`src/rtl/core/lpht_pkg.sv`:
```
// ----------------------------------------------------------------------------
// lpht_pkg
// Shared constants and the slot entry type of the linear probe hash table.
// ----------------------------------------------------------------------------
package lpht_pkg;

  localparam int SLOTS  = 16;
  localparam int IDX_W  = $clog2(SLOTS);
  localparam int SLOT_W = 4;

  localparam logic [1:0] CMD_INSERT = 2'd0;
  localparam logic [1:0] CMD_FIND   = 2'd1;
  localparam logic [1:0] CMD_DELETE = 2'd2;

  localparam logic [1:0] ST_DONE     = 2'd0;
  localparam logic [1:0] ST_DUP      = 2'd1;
  localparam logic [1:0] ST_NOTFOUND = 2'd2;
  localparam logic [1:0] ST_FULL     = 2'd3;

  localparam logic [1:0] OCC_EMPTY   = 2'd0;
  localparam logic [1:0] OCC_USED    = 2'd1;
  localparam logic [1:0] OCC_DELETED = 2'd2;

  typedef struct packed {
    logic [1:0]  occ;
    logic [31:0] key;
    logic [15:0] ver;
    logic [31:0] data;
  } entry_t;

  localparam int ENTRY_W = $bits(entry_t);

endpackage

```
`src/rtl/core/lpht_ram.sv`:
```
// ----------------------------------------------------------------------------
// lpht_ram
// Simple dual-port synchronous RAM, one write and one registered read port.
// ----------------------------------------------------------------------------
module lpht_ram #(
  parameter int WIDTH = 8,
  parameter int DEPTH = 16,
  parameter int AW    = $clog2(DEPTH)
) (
  input  logic             clk,
  input  logic             we,
  input  logic [AW-1:0]    waddr,
  input  logic [WIDTH-1:0] wdata,
  input  logic             re,
  input  logic [AW-1:0]    raddr,
  output logic [WIDTH-1:0] rdata
);

  logic [WIDTH-1:0] mem [DEPTH];

  always_ff @(posedge clk) begin
    if (we) begin
      mem[waddr] <= wdata;
    end
  end

  always_ff @(posedge clk) begin
    if (re) begin
      rdata <= mem[raddr];
    end
  end

endmodule

```
`src/rtl/core/linear_probe_hash_table_core.sv`:
```
// ----------------------------------------------------------------------------
// linear_probe_hash_table_core
// Open-addressing hash table with linear probing; insert, find and delete.
// ----------------------------------------------------------------------------
//  channel  dir  tdata (low bit up)                   tuser
//  in_      in   key[31:0] version[47:32] data_in[79:48]  cmd[1:0]
//  out_     out  slot[3:0] data_out[35:4]               status[1:0]
//
//  One item at a time. An item probes p slots, p = 1..SLOTS, one after
//  another through the single read port of the slot RAM.
//  An unused command code probes no slot and reports not-found.
//  After reset a clearing pass over all SLOTS slots (16) marks every slot
//  empty; no item is accepted meanwhile.
//  The output register holds a result while the next item is taken in.
// ----------------------------------------------------------------------------
module linear_probe_hash_table_core
  import lpht_pkg::*;
(
  input  logic        clk,
  input  logic        rst_n,
  input  logic        in_tvalid,
  output logic        in_tready,
  input  logic [79:0] in_tdata,   // key, version, data_in
  input  logic [1:0]  in_tuser,   // cmd
  output logic        out_tvalid,
  input  logic        out_tready,
  output logic [39:0] out_tdata,  // slot, data_out, zero pad
  output logic [1:0]  out_tuser   // status
);

  typedef enum logic [1:0] {S_CLEAR, S_IDLE, S_SCAN, S_RESP} state_t;

  state_t state_r;

  logic [IDX_W-1:0] clr_r;
  logic [1:0]       cmd_r;
  logic [31:0]      key_r;
  logic [15:0]      ver_r;
  logic [31:0]      din_r;
  logic [IDX_W-1:0] cur_r;
  logic [IDX_W-1:0] cnt_r;
  logic             free_vld_r;
  logic [IDX_W-1:0] free_idx_r;
  logic [1:0]       res_status_r;
  logic [SLOT_W-1:0] res_slot_r;
  logic [31:0]      res_data_r;
  logic             out_valid_r;
  logic [1:0]       out_status_r;
  logic [SLOT_W-1:0] out_slot_r;
  logic [31:0]      out_data_r;

  logic               mem_we;
  logic [IDX_W-1:0]   mem_waddr;
  entry_t             mem_wdata;
  logic               mem_re;
  logic [IDX_W-1:0]   mem_raddr;
  logic [ENTRY_W-1:0] mem_rdata;

  entry_t           ent;
  logic             accept;
  logic [IDX_W-1:0] home;
  logic [IDX_W-1:0] nxt_idx;
  logic             is_empty;
  logic             is_used;
  logic             hit;
  logic             last;
  logic             scan_end;
  logic             free_any;
  logic [IDX_W-1:0] free_sel;
  logic [1:0]       fin_status;
  logic [SLOT_W-1:0] fin_slot;
  logic [31:0]      fin_data;

  lpht_ram #(
    .WIDTH (ENTRY_W),
    .DEPTH (SLOTS)
  ) u_ram (
    .clk   (clk),
    .we    (mem_we),
    .waddr (mem_waddr),
    .wdata (mem_wdata),
    .re    (mem_re),
    .raddr (mem_raddr),
    .rdata (mem_rdata)
  );

  assign in_tready = (state_r == S_IDLE);
  assign accept    = in_tvalid && in_tready;
  assign home      = IDX_W'(in_tdata[31:0] % SLOTS);

  assign ent      = entry_t'(mem_rdata);
  assign is_empty = (ent.occ == OCC_EMPTY);
  assign is_used  = (ent.occ == OCC_USED);
  assign hit      = is_used && (ent.key == key_r) && (ent.ver == ver_r);
  assign last     = (cnt_r == IDX_W'(SLOTS - 1));
  assign scan_end = hit || is_empty || last;
  assign nxt_idx  = (cur_r == IDX_W'(SLOTS - 1)) ? '0 : cur_r + 1'b1;
  assign free_any = free_vld_r || !is_used;
  assign free_sel = free_vld_r ? free_idx_r : cur_r;

  always_comb begin
    fin_status = ST_NOTFOUND;
    fin_slot   = '0;
    fin_data   = '0;
    if (hit) begin
      fin_slot = SLOT_W'(cur_r);
      case (cmd_r)
        CMD_INSERT: fin_status = ST_DUP;
        CMD_FIND: begin
          fin_status = ST_DONE;
          fin_data   = ent.data;
        end
        default: fin_status = ST_DONE;
      endcase
    end else if (cmd_r == CMD_INSERT) begin
      if (free_any) begin
        fin_status = ST_DONE;
        fin_slot   = SLOT_W'(free_sel);
      end else begin
        fin_status = ST_FULL;
      end
    end
  end

  always_comb begin
    mem_we    = 1'b0;
    mem_waddr = '0;
    mem_wdata = '0;
    mem_re    = 1'b0;
    mem_raddr = '0;
    unique case (state_r)
      S_CLEAR: begin
        mem_we    = 1'b1;
        mem_waddr = clr_r;
      end
      S_IDLE: begin
        mem_re    = accept;
        mem_raddr = home;
      end
      S_SCAN: begin
        mem_re    = 1'b1;
        mem_raddr = nxt_idx;
        if (scan_end) begin
          if (hit && cmd_r == CMD_DELETE) begin
            mem_we        = 1'b1;
            mem_waddr     = cur_r;
            mem_wdata     = ent;
            mem_wdata.occ = OCC_DELETED;
          end else if (!hit && cmd_r == CMD_INSERT && free_any) begin
            mem_we    = 1'b1;
            mem_waddr = free_sel;
            mem_wdata = '{occ: OCC_USED, key: key_r, ver: ver_r, data: din_r};
          end
        end
      end
      S_RESP: begin
      end
      default: begin
      end
    endcase
  end

  always_ff @(posedge clk) begin
    if (!rst_n) begin
      state_r     <= S_CLEAR;
      clr_r       <= '0;
      out_valid_r <= 1'b0;
    end else begin
      if (out_valid_r && out_tready && state_r != S_RESP) begin
        out_valid_r <= 1'b0;
      end
      unique case (state_r)
        S_CLEAR: begin
          clr_r <= clr_r + 1'b1;
          if (clr_r == IDX_W'(SLOTS - 1)) begin
            state_r <= S_IDLE;
          end
        end
        S_IDLE: begin
          if (accept) begin
            cmd_r      <= in_tuser;
            key_r      <= in_tdata[31:0];
            ver_r      <= in_tdata[47:32];
            din_r      <= in_tdata[79:48];
            cur_r      <= home;
            cnt_r      <= '0;
            free_vld_r <= 1'b0;
            if (in_tuser == CMD_INSERT || in_tuser == CMD_FIND ||
                in_tuser == CMD_DELETE) begin
              state_r <= S_SCAN;
            end else begin
              res_status_r <= ST_NOTFOUND;
              res_slot_r   <= '0;
              res_data_r   <= '0;
              state_r      <= S_RESP;
            end
          end
        end
        S_SCAN: begin
          if (!free_vld_r && !is_used) begin
            free_vld_r <= 1'b1;
            free_idx_r <= cur_r;
          end
          cur_r <= nxt_idx;
          cnt_r <= cnt_r + 1'b1;
          if (scan_end) begin
            res_status_r <= fin_status;
            res_slot_r   <= fin_slot;
            res_data_r   <= fin_data;
            state_r      <= S_RESP;
          end
        end
        S_RESP: begin
          if (!out_valid_r || out_tready) begin
            out_valid_r  <= 1'b1;
            out_status_r <= res_status_r;
            out_slot_r   <= res_slot_r;
            out_data_r   <= res_data_r;
            state_r      <= S_IDLE;
          end
        end
        default: state_r <= S_CLEAR;
      endcase
    end
  end

  assign out_tvalid = out_valid_r;
  assign out_tuser  = out_status_r;
  assign out_tdata  = {4'b0, out_data_r, out_slot_r};

  a_one_item: assert property (@(posedge clk) disable iff (!rst_n)
    accept |=> !in_tready)
    else $error("item accepted while another is in flight");

  a_write_window: assert property (@(posedge clk) disable iff (!rst_n)
    mem_we |-> (state_r == S_CLEAR) || (state_r == S_SCAN && scan_end))
    else $error("slot RAM written outside clear or scan end");

  a_full_no_write: assert property (@(posedge clk) disable iff (!rst_n)
    (state_r == S_SCAN && scan_end && fin_status == ST_FULL) |-> !mem_we)
    else $error("table full but a slot was written");

  a_out_from_resp: assert property (@(posedge clk) disable iff (!rst_n)
    (out_tvalid && !$past(out_tvalid)) |-> $past(state_r == S_RESP))
    else $error("result shown without a finished item");

endmodule
```
`config.mk`:
```
export PLATFORM = sky130hd
export DESIGN_NAME = linear_probe_hash_table_core
export DESIGN_NICKNAME = d
export VERILOG_FILES = /design/src/rtl/core/lpht_pkg.sv /design/src/rtl/core/lpht_ram.sv /design/src/rtl/core/linear_probe_hash_table_core.sv
export SDC_FILE = /design/constraint.sdc
export NUM_CORES = 2
export LEC_CHECK = 0
export ABC_AREA = 0
export BUFFER_PORTS_ARGS = -buffer_cell sky130_fd_sc_hd__buf_2
export CORE_MARGIN = 2
export CORE_UTILIZATION = 35
export CTS_BUF_LIST = sky130_fd_sc_hd__clkbuf_4 sky130_fd_sc_hd__clkbuf_8
export DETAILED_ROUTE_END_ITERATION = 12
export HOLD_SLACK_MARGIN = 0.02
export PLACE_DENSITY = 0.48
export SYNTH_ARGS = -nofsm -noshare
export SYNTH_HDL_FRONTEND = slang
export SYNTH_HIERARCHICAL = 1
export SYNTH_SLANG_ARGS = --single-unit
export TNS_END_PERCENT = 10
```
`constraint.sdc`:
```
create_clock -name clk -period 9.9 [get_ports clk]
set_input_delay 0.495 -clock clk [delete_from_list [all_inputs] [get_ports clk]]
set_output_delay 0.495 -clock clk [all_outputs]
set_load 0.03 [all_outputs]
```
### Yosys cells after proc, flatten, opt, wreduce, memory -nomap -nowiden

Memories as Yosys holds them, arrays and structs flattened. A register that Yosys moved wholly into a read port is not among the register bits.
Index checks and enable logic that the tools add are counted.

* $add $sub $neg: 3
* equality and inequality tests: 20
* muxes and demuxes: 55
* reductions and logical operators: 31

Operators with widths (number)
* two-way mux 82 bit: 3
* two-way mux 32 bit: 5
* two-way mux 81 bit: 1
* one-hot mux 32 bit (2 select lines): 1
* two-way mux 4 bit: 13
* one-hot mux 4 bit (2 select lines): 5
* equality test 32 bit: 1
* two-way mux 2 bit: 10
* equality test 16 bit: 1
* adder 4 x 1 -> 4 bit, second input constant: 3
* equality test 4 bit, second input constant: 3
* two-way mux 1 bit: 12
* inequality test 2 bit, second input constant: 6
* AND reduction 3 bit: 4
* logical AND 1 bit: 9
* equality test 2 x 1 -> 1 bit, second input constant: 4
* equality test 2 bit, second input constant: 4
* zero test 2 bit: 4
* one-hot mux 2 bit (4 select lines): 1
* AND reduction 4 bit: 2
* logical OR 1 bit: 6
* one-hot mux 1 bit (2 select lines): 3
* AND reduction 5 bit: 1
* zero test 1 bit: 4
* 3 further kinds: 3

* register bits after elaboration: 178
* RAM bits: 1312
* bits of input ports: 86
* output and inout port bits: 44
* logic and storage cells: 127
* memories: 1

Memory list
* u_ram.mem: depth 16, bits a word 82, read ports 1, clocked after Yosys merged registers in 1, write ports 1, line lpht_ram.sv:19 `logic [WIDTH-1:0] mem [DEPTH];`

### Logic depth before layout (Yosys ltp)

* depth after elaboration: 12
* mapped depth: 11
* depth with buffers taken out: 9

### By module

The synthesis kept the hierarchy.

By module, submodules not included
* lpht_ram: times used 1, cells each 2103, area each 51504.4 um^2, seq. area each 41860.1 um^2
* linear_probe_hash_table_core: times used 1, cells each 705, area each 8254.2 um^2, seq. area each 5275.1 um^2

### Worst setup path before layout

Ideal clock, no wire load.

* kind: register -> register
* start: register ver_r[9]
* end: memory u_ram/mem[0][0] (netlist name), enable pin
* setup time: 623 ps
* arrival: 8594 ps
* data required time: 9277 ps
* path slack: 683 ps
* cell stages (with the launch flop): 11
* path buffers: 2
* period minus slack after synthesis: 9217 ps
* cells stage by stage: edfxtp_1 -> xnor2_1 -> o221ai_1 -> or4_1 -> or4_1 -> buf_6 -> buf_8 -> nor2b_1 -> or3_1 -> or3b_2 -> nor3_1

* word-level cells in the longest chain between the ends: 11
* elaborated cells on any way between the ends: 18
* classes of those cells: eq/ne: 1; mux: 10; reduce/logical: 7

RTL lines
* start: declaration: line linear_probe_hash_table_core.sv:38 `logic [15:0] ver_r;`
* start signal: assignment: line linear_probe_hash_table_core.sv:183 `ver_r <= in_tdata[47:32];`
* equality test 16 bit (*): line linear_probe_hash_table_core.sv:94 `assign hit = is_used && (ent.key == key_r) && (ent.ver == ver_r);`
* logical AND 1 bit (*): line linear_probe_hash_table_core.sv:94
* zero test 1 bit: line linear_probe_hash_table_core.sv:149 `end else if (!hit && cmd_r == CMD_INSERT && free_any) begin`
* logical AND 1 bit (2 in a row): line linear_probe_hash_table_core.sv:149
* two-way mux 1 bit: line linear_probe_hash_table_core.sv:149
* two-way mux 1 bit: line linear_probe_hash_table_core.sv:144 `if (hit && cmd_r == CMD_DELETE) begin`
* two-way mux 1 bit (*): line linear_probe_hash_table_core.sv:143 `if (scan_end) begin`
* one-hot mux 1 bit (2 select lines) (*): line linear_probe_hash_table_core.sv:131 `unique case (state_r)`
* net mem_we: line linear_probe_hash_table_core.sv:52 `logic mem_we;`
* two-way mux 1 bit (*): line lpht_ram.sv:22 `if (we) begin`
* two-way mux 1 bit (not written as such) (*): line lpht_ram.sv:23 `mem[waddr] <= wdata;`
* end: declaration: line lpht_ram.sv:19

The timed path passes the listed nets; every way through them passes the cells marked *.

### Worst setup path after layout

* start: register ver_r[6]
* end: memory u_ram/mem[3][8] (netlist name), enable pin

The elaborated chain is that of the path after synthesis.

==> results by group <==
Run status
  – Outcome: complete, no violations

Floorplanning
  – Core ar.: roughly 170000 µm²
  – Die Area: around 170000 µm²
  – Die span in x: 417 µm
  – Die Y: between 400 and 500 µm
  – Initial Util: around a third
  – Placement Rows: 151
  – Top Ports: 130

STA
  – Worst Skew: 0.0567 ns
  – Final Setup Violations: 0
  – FMAX: between 0.15 and 0.2 GHz
  – Tightest Pin Transition: between 1 and 1.5 ns
  – Max-slew headroom: ~12%
  – Final hold vios: 0
  – Slew Viols, Final: 0
  – Unrepaired setup endpoints after global routing: no
  – Fin crit share: between 60 and 70%
  – Setup total negative slack: 0 ns
  – Crit path time final: about 6.2 ns

Route
  – Drt wl/cell: about 26 µm
  – WL final: ~150000 µm
  – Via count: roughly 29000
  – Pre-antenna DRT Iters: 5
  – Remaining DRCs: 0
  – Vias per cell: between 5 and 6
  – DR iter-0 viols: 2294
  – Final ANT Viol Nets: 0

Yosys
  – Yosys synthesis warning count: 6
  – #FFs+latches synth: approximately 1600
  – Synth top area share: roughly four fifths
  – Post-synth EDFFs: approximately 1600
  – Cells after synthesis: 2808
  – Synth top area cells: edfxtp_1, mux4_2, a22oi_1, nand2_1, nand3_1
  – Mapped Area: ~60000 µm²
  – Sequential fraction of the synthesis area: between 70% and 80%
  – Post-synth top area cell: edfxtp_1
  – Synth Flop Type: edfxtp_1
  – FFs w/ async S/R, synth: 0%
  – Synthesized area per cell: 21.3 µm²
  – Post-synth cell types: 48

Worst setup path
  – Worst path cell trace: xor2_1, nor4_1, nand4_1, or4_4, nor2b_1, or3_1, or3b_2, nor2_4, buf_4, buf_4
  – CP Launch Type: register
  – Cell mode on critical path: buf_4
  – Critical Path Sink Type: register
  – CP top delay family: simple AND/OR/NAND/NOR gates
  – Worst Path Max Fanout: 51
  – Worst endpoint data arrival time: between 6 and 7 ns
  – Crit. Startpoint: ver_r[6]
  – RR Startpoint: ver_r[6]
  – FF-to-FF End: u_ram/mem[3][8]
  – Buf/Inv on CP: 2
  – Worst path depth: 10
  – Kind of critical path: register to register
  – Max incr delay on CP: ~0.92 ns
  – R2R depth: 10
  – CP max stage cell: nor2b_1
  – R2r setup slk: 3.72 ns
  – Req. time, crit path: around 10 ns

Power
  – Peak VDD IR: 0.000179 V
  – Pwr/cell area: 224 nW/µm²
  – P_int: about 0.012 W
  – P_leak: between 15 and 20 nW
  – Switching Share: roughly 24%
  – Pwr Total: between 0.015 and 0.02 W
  – Logic pwr share: 10.1%
  – Seq pwr share: a little over half
  – Clock Power Share: a little over a third
  – Psw: 0.00375 W

Clocking
  – H-tree depth: 5
  – CTS Sinks: approximately 1600
  – Cts bufs inserted: 281
  – CTS clk-pin slew, worst paths: 0.06 ns
  – CTS Buffer Depth: 4
  – Clock Latency Late Sink: approximately 0.99 ns
  – CTS tree: built
  – Root Buffer: clkbuf_8
  – # Post-CTS Setup Buffers: 0

Run
  – Max_cap viols: 0

Finish
  – Reg area: roughly 47000 µm²
  – Layout Nets: 3343
  – Area grow syn2layout: 16.2%
  – Final Non-Filler Cells: about 5700
  – Fill count: between 10000 and 15000
  – Commonest non-fill, non-tap cell in the layout: edfxtp_1
  – Multi-input logic area: about 12000 µm²
  – Share of layout cells above drive strength 1: 28.9%
  – Most frequent cells in the layout: edfxtp_1, mux4_2, clkbuf_8, nand2_1, a22oi_1

Global routing
  – Met2 Use GR: between 20% and 30%
  – Largest net degree at the start of global routing: around 140
  – GRT Total Usage: between 10% and 20%
  – Grt met3 use: 3.74%
  – GRT met1 Usage: a little over a fifth
  – First-pass GRT wire length: 215000 µm
  – Initial antenna violation count: 18
  – Total gr overflow: 0
  – Vias in the first global route: approximately 31000
  – GR peak layer: met2

Min path
  – Type of the worst min-delay path: input port to register
  – Worst hold path startpoint: in_tdata[49]
  – Worst Hold Depth: 2
  – Hold EP: din_r[1]

Place
  – Post-DP HPWL: around 80000 µm
  – Placed Instances: just over 5000
  – GP Congestion: ~0.74
  – IO buf count: ~130
metrics by stage:
step	hold WS, ns	instance area, µm²	setup slack, ns	utilization (%)
3_5_place_dp	0.405	63400	3.63	37.4
4_1_cts	0.110	69400	3.59	41.0
2_1_floorplan	0.400	59800	0.683	-
5_1_grt	0.156	69400	3.39	41.0
3_3_place_gp	0.402	63400	3.68	37.4
6_report	0.225	69400	3.72	41.0
sequential cells by signal (all words and copies together) (netlist names), 4 cells and up:
| signal | flops |
|---|---|
| u_ram/mem | 1312 |
| u_ram/rdata | 82 |
| din_r | 32 |
| key_r | 32 |
| out_data_r | 32 |
| res_data_r | 32 |
| ver_r | 16 |
| clr_r | 4 |
| cnt_r | 4 |
| cur_r | 4 |
| free_idx_r | 4 |
| out_slot_r | 4 |
| res_slot_r | 4 |
per-layer routing:
| layer | vias to the layer above | wire (µm) | share of wire (%) |
|---|---|---|---|
| met5 | - | 13 | 0.0087 |
| met3 | 264 | 8550 | 5.7 |
| li1 | 12500 | - | - |
| met4 | 2 | 4510 | 3.0 |
| met2 | 864 | 74000 | 50 |
| met1 | 15400 | 61800 | 42 |
repair_timing:
item / 4_1_cts / 5_1_grt
gates resized for setup: 0 / 0
hold buffers: 85 / 0
hold endpoints to repair: 99 / 0
synth_stat cells (all sizes together) (2+ instances only):
cell type / n
edfxtp: 1565
mux4: 328
nand2: 185
a22oi: 168
o21ai: 93
nand3: 87
clkbuf: 81
buf: 78
and2: 42
xor2: 39
nor2: 24
inv: 15
nor2b: 12
xnor2: 10
nor4: 8
dfxtp: 7
ha: 7
nor3: 6
a21oi: 5
mux2i: 5
nand3b: 5
a21boi: 4
nand4: 4
o21a: 4
a221oi: 3
and3: 3
nand2b: 3
o211ai: 3
o221ai: 3
or4: 2
cells by family after synthesis:
| kind of cell | after synthesis | synth area share [%] |
|---|---|---|
| flops | 1572 | 78.9 |
| xor+xnor | 49 | 0.718 |
| simple gates | 386 | 3.02 |
| other cells | 1 | 0.00628 |
| fa+ha+maj | 7 | 0.147 |
| mux | 333 | 12.4 |
| buf+inv | 174 | 1.57 |
| compound gates | 286 | 3.21 |
power groups by stage:
stage / logic (W) / registers [W] / clock network, W
floorplan: 0.000934 / 0.00847 / 0
global placement: 0.00158 / 0.00838 / 0
detailed placement: 0.00159 / 0.00842 / 0
CTS: 0.00162 / 0.00829 / 0.00588
global route: 0.00170 / 0.00833 / 0.00616
finish: 0.00157 / 0.00828 / 0.00569
worst max-delay path by stage:
stage | endpoint | slack (ns)
global route | u_ram/mem[0][64] | 3.39
detailed placement | u_ram/mem[0][61] | 3.63
CTS | u_ram/mem[0][64] | 3.59
finish | u_ram/mem[3][8] | 3.72
global placement | u_ram/mem[0][64] | 3.68
floorplan | u_ram/mem[0][0] | 0.68
area by class of cell:
cell class                      instances  area share, %
Antenna cell                            6         0.0216
Clock buffer                          351           6.40
Clock inverter                        114           1.02
Inverter                               15         0.0811
Multi-Input combinational cell       1065           17.1
Sequential cell                      1572           67.9
Tap cell                             2218           4.00
Timing Repair Buffer                  315           3.46
Note: power is estimated with default switching activity, not from simulation.
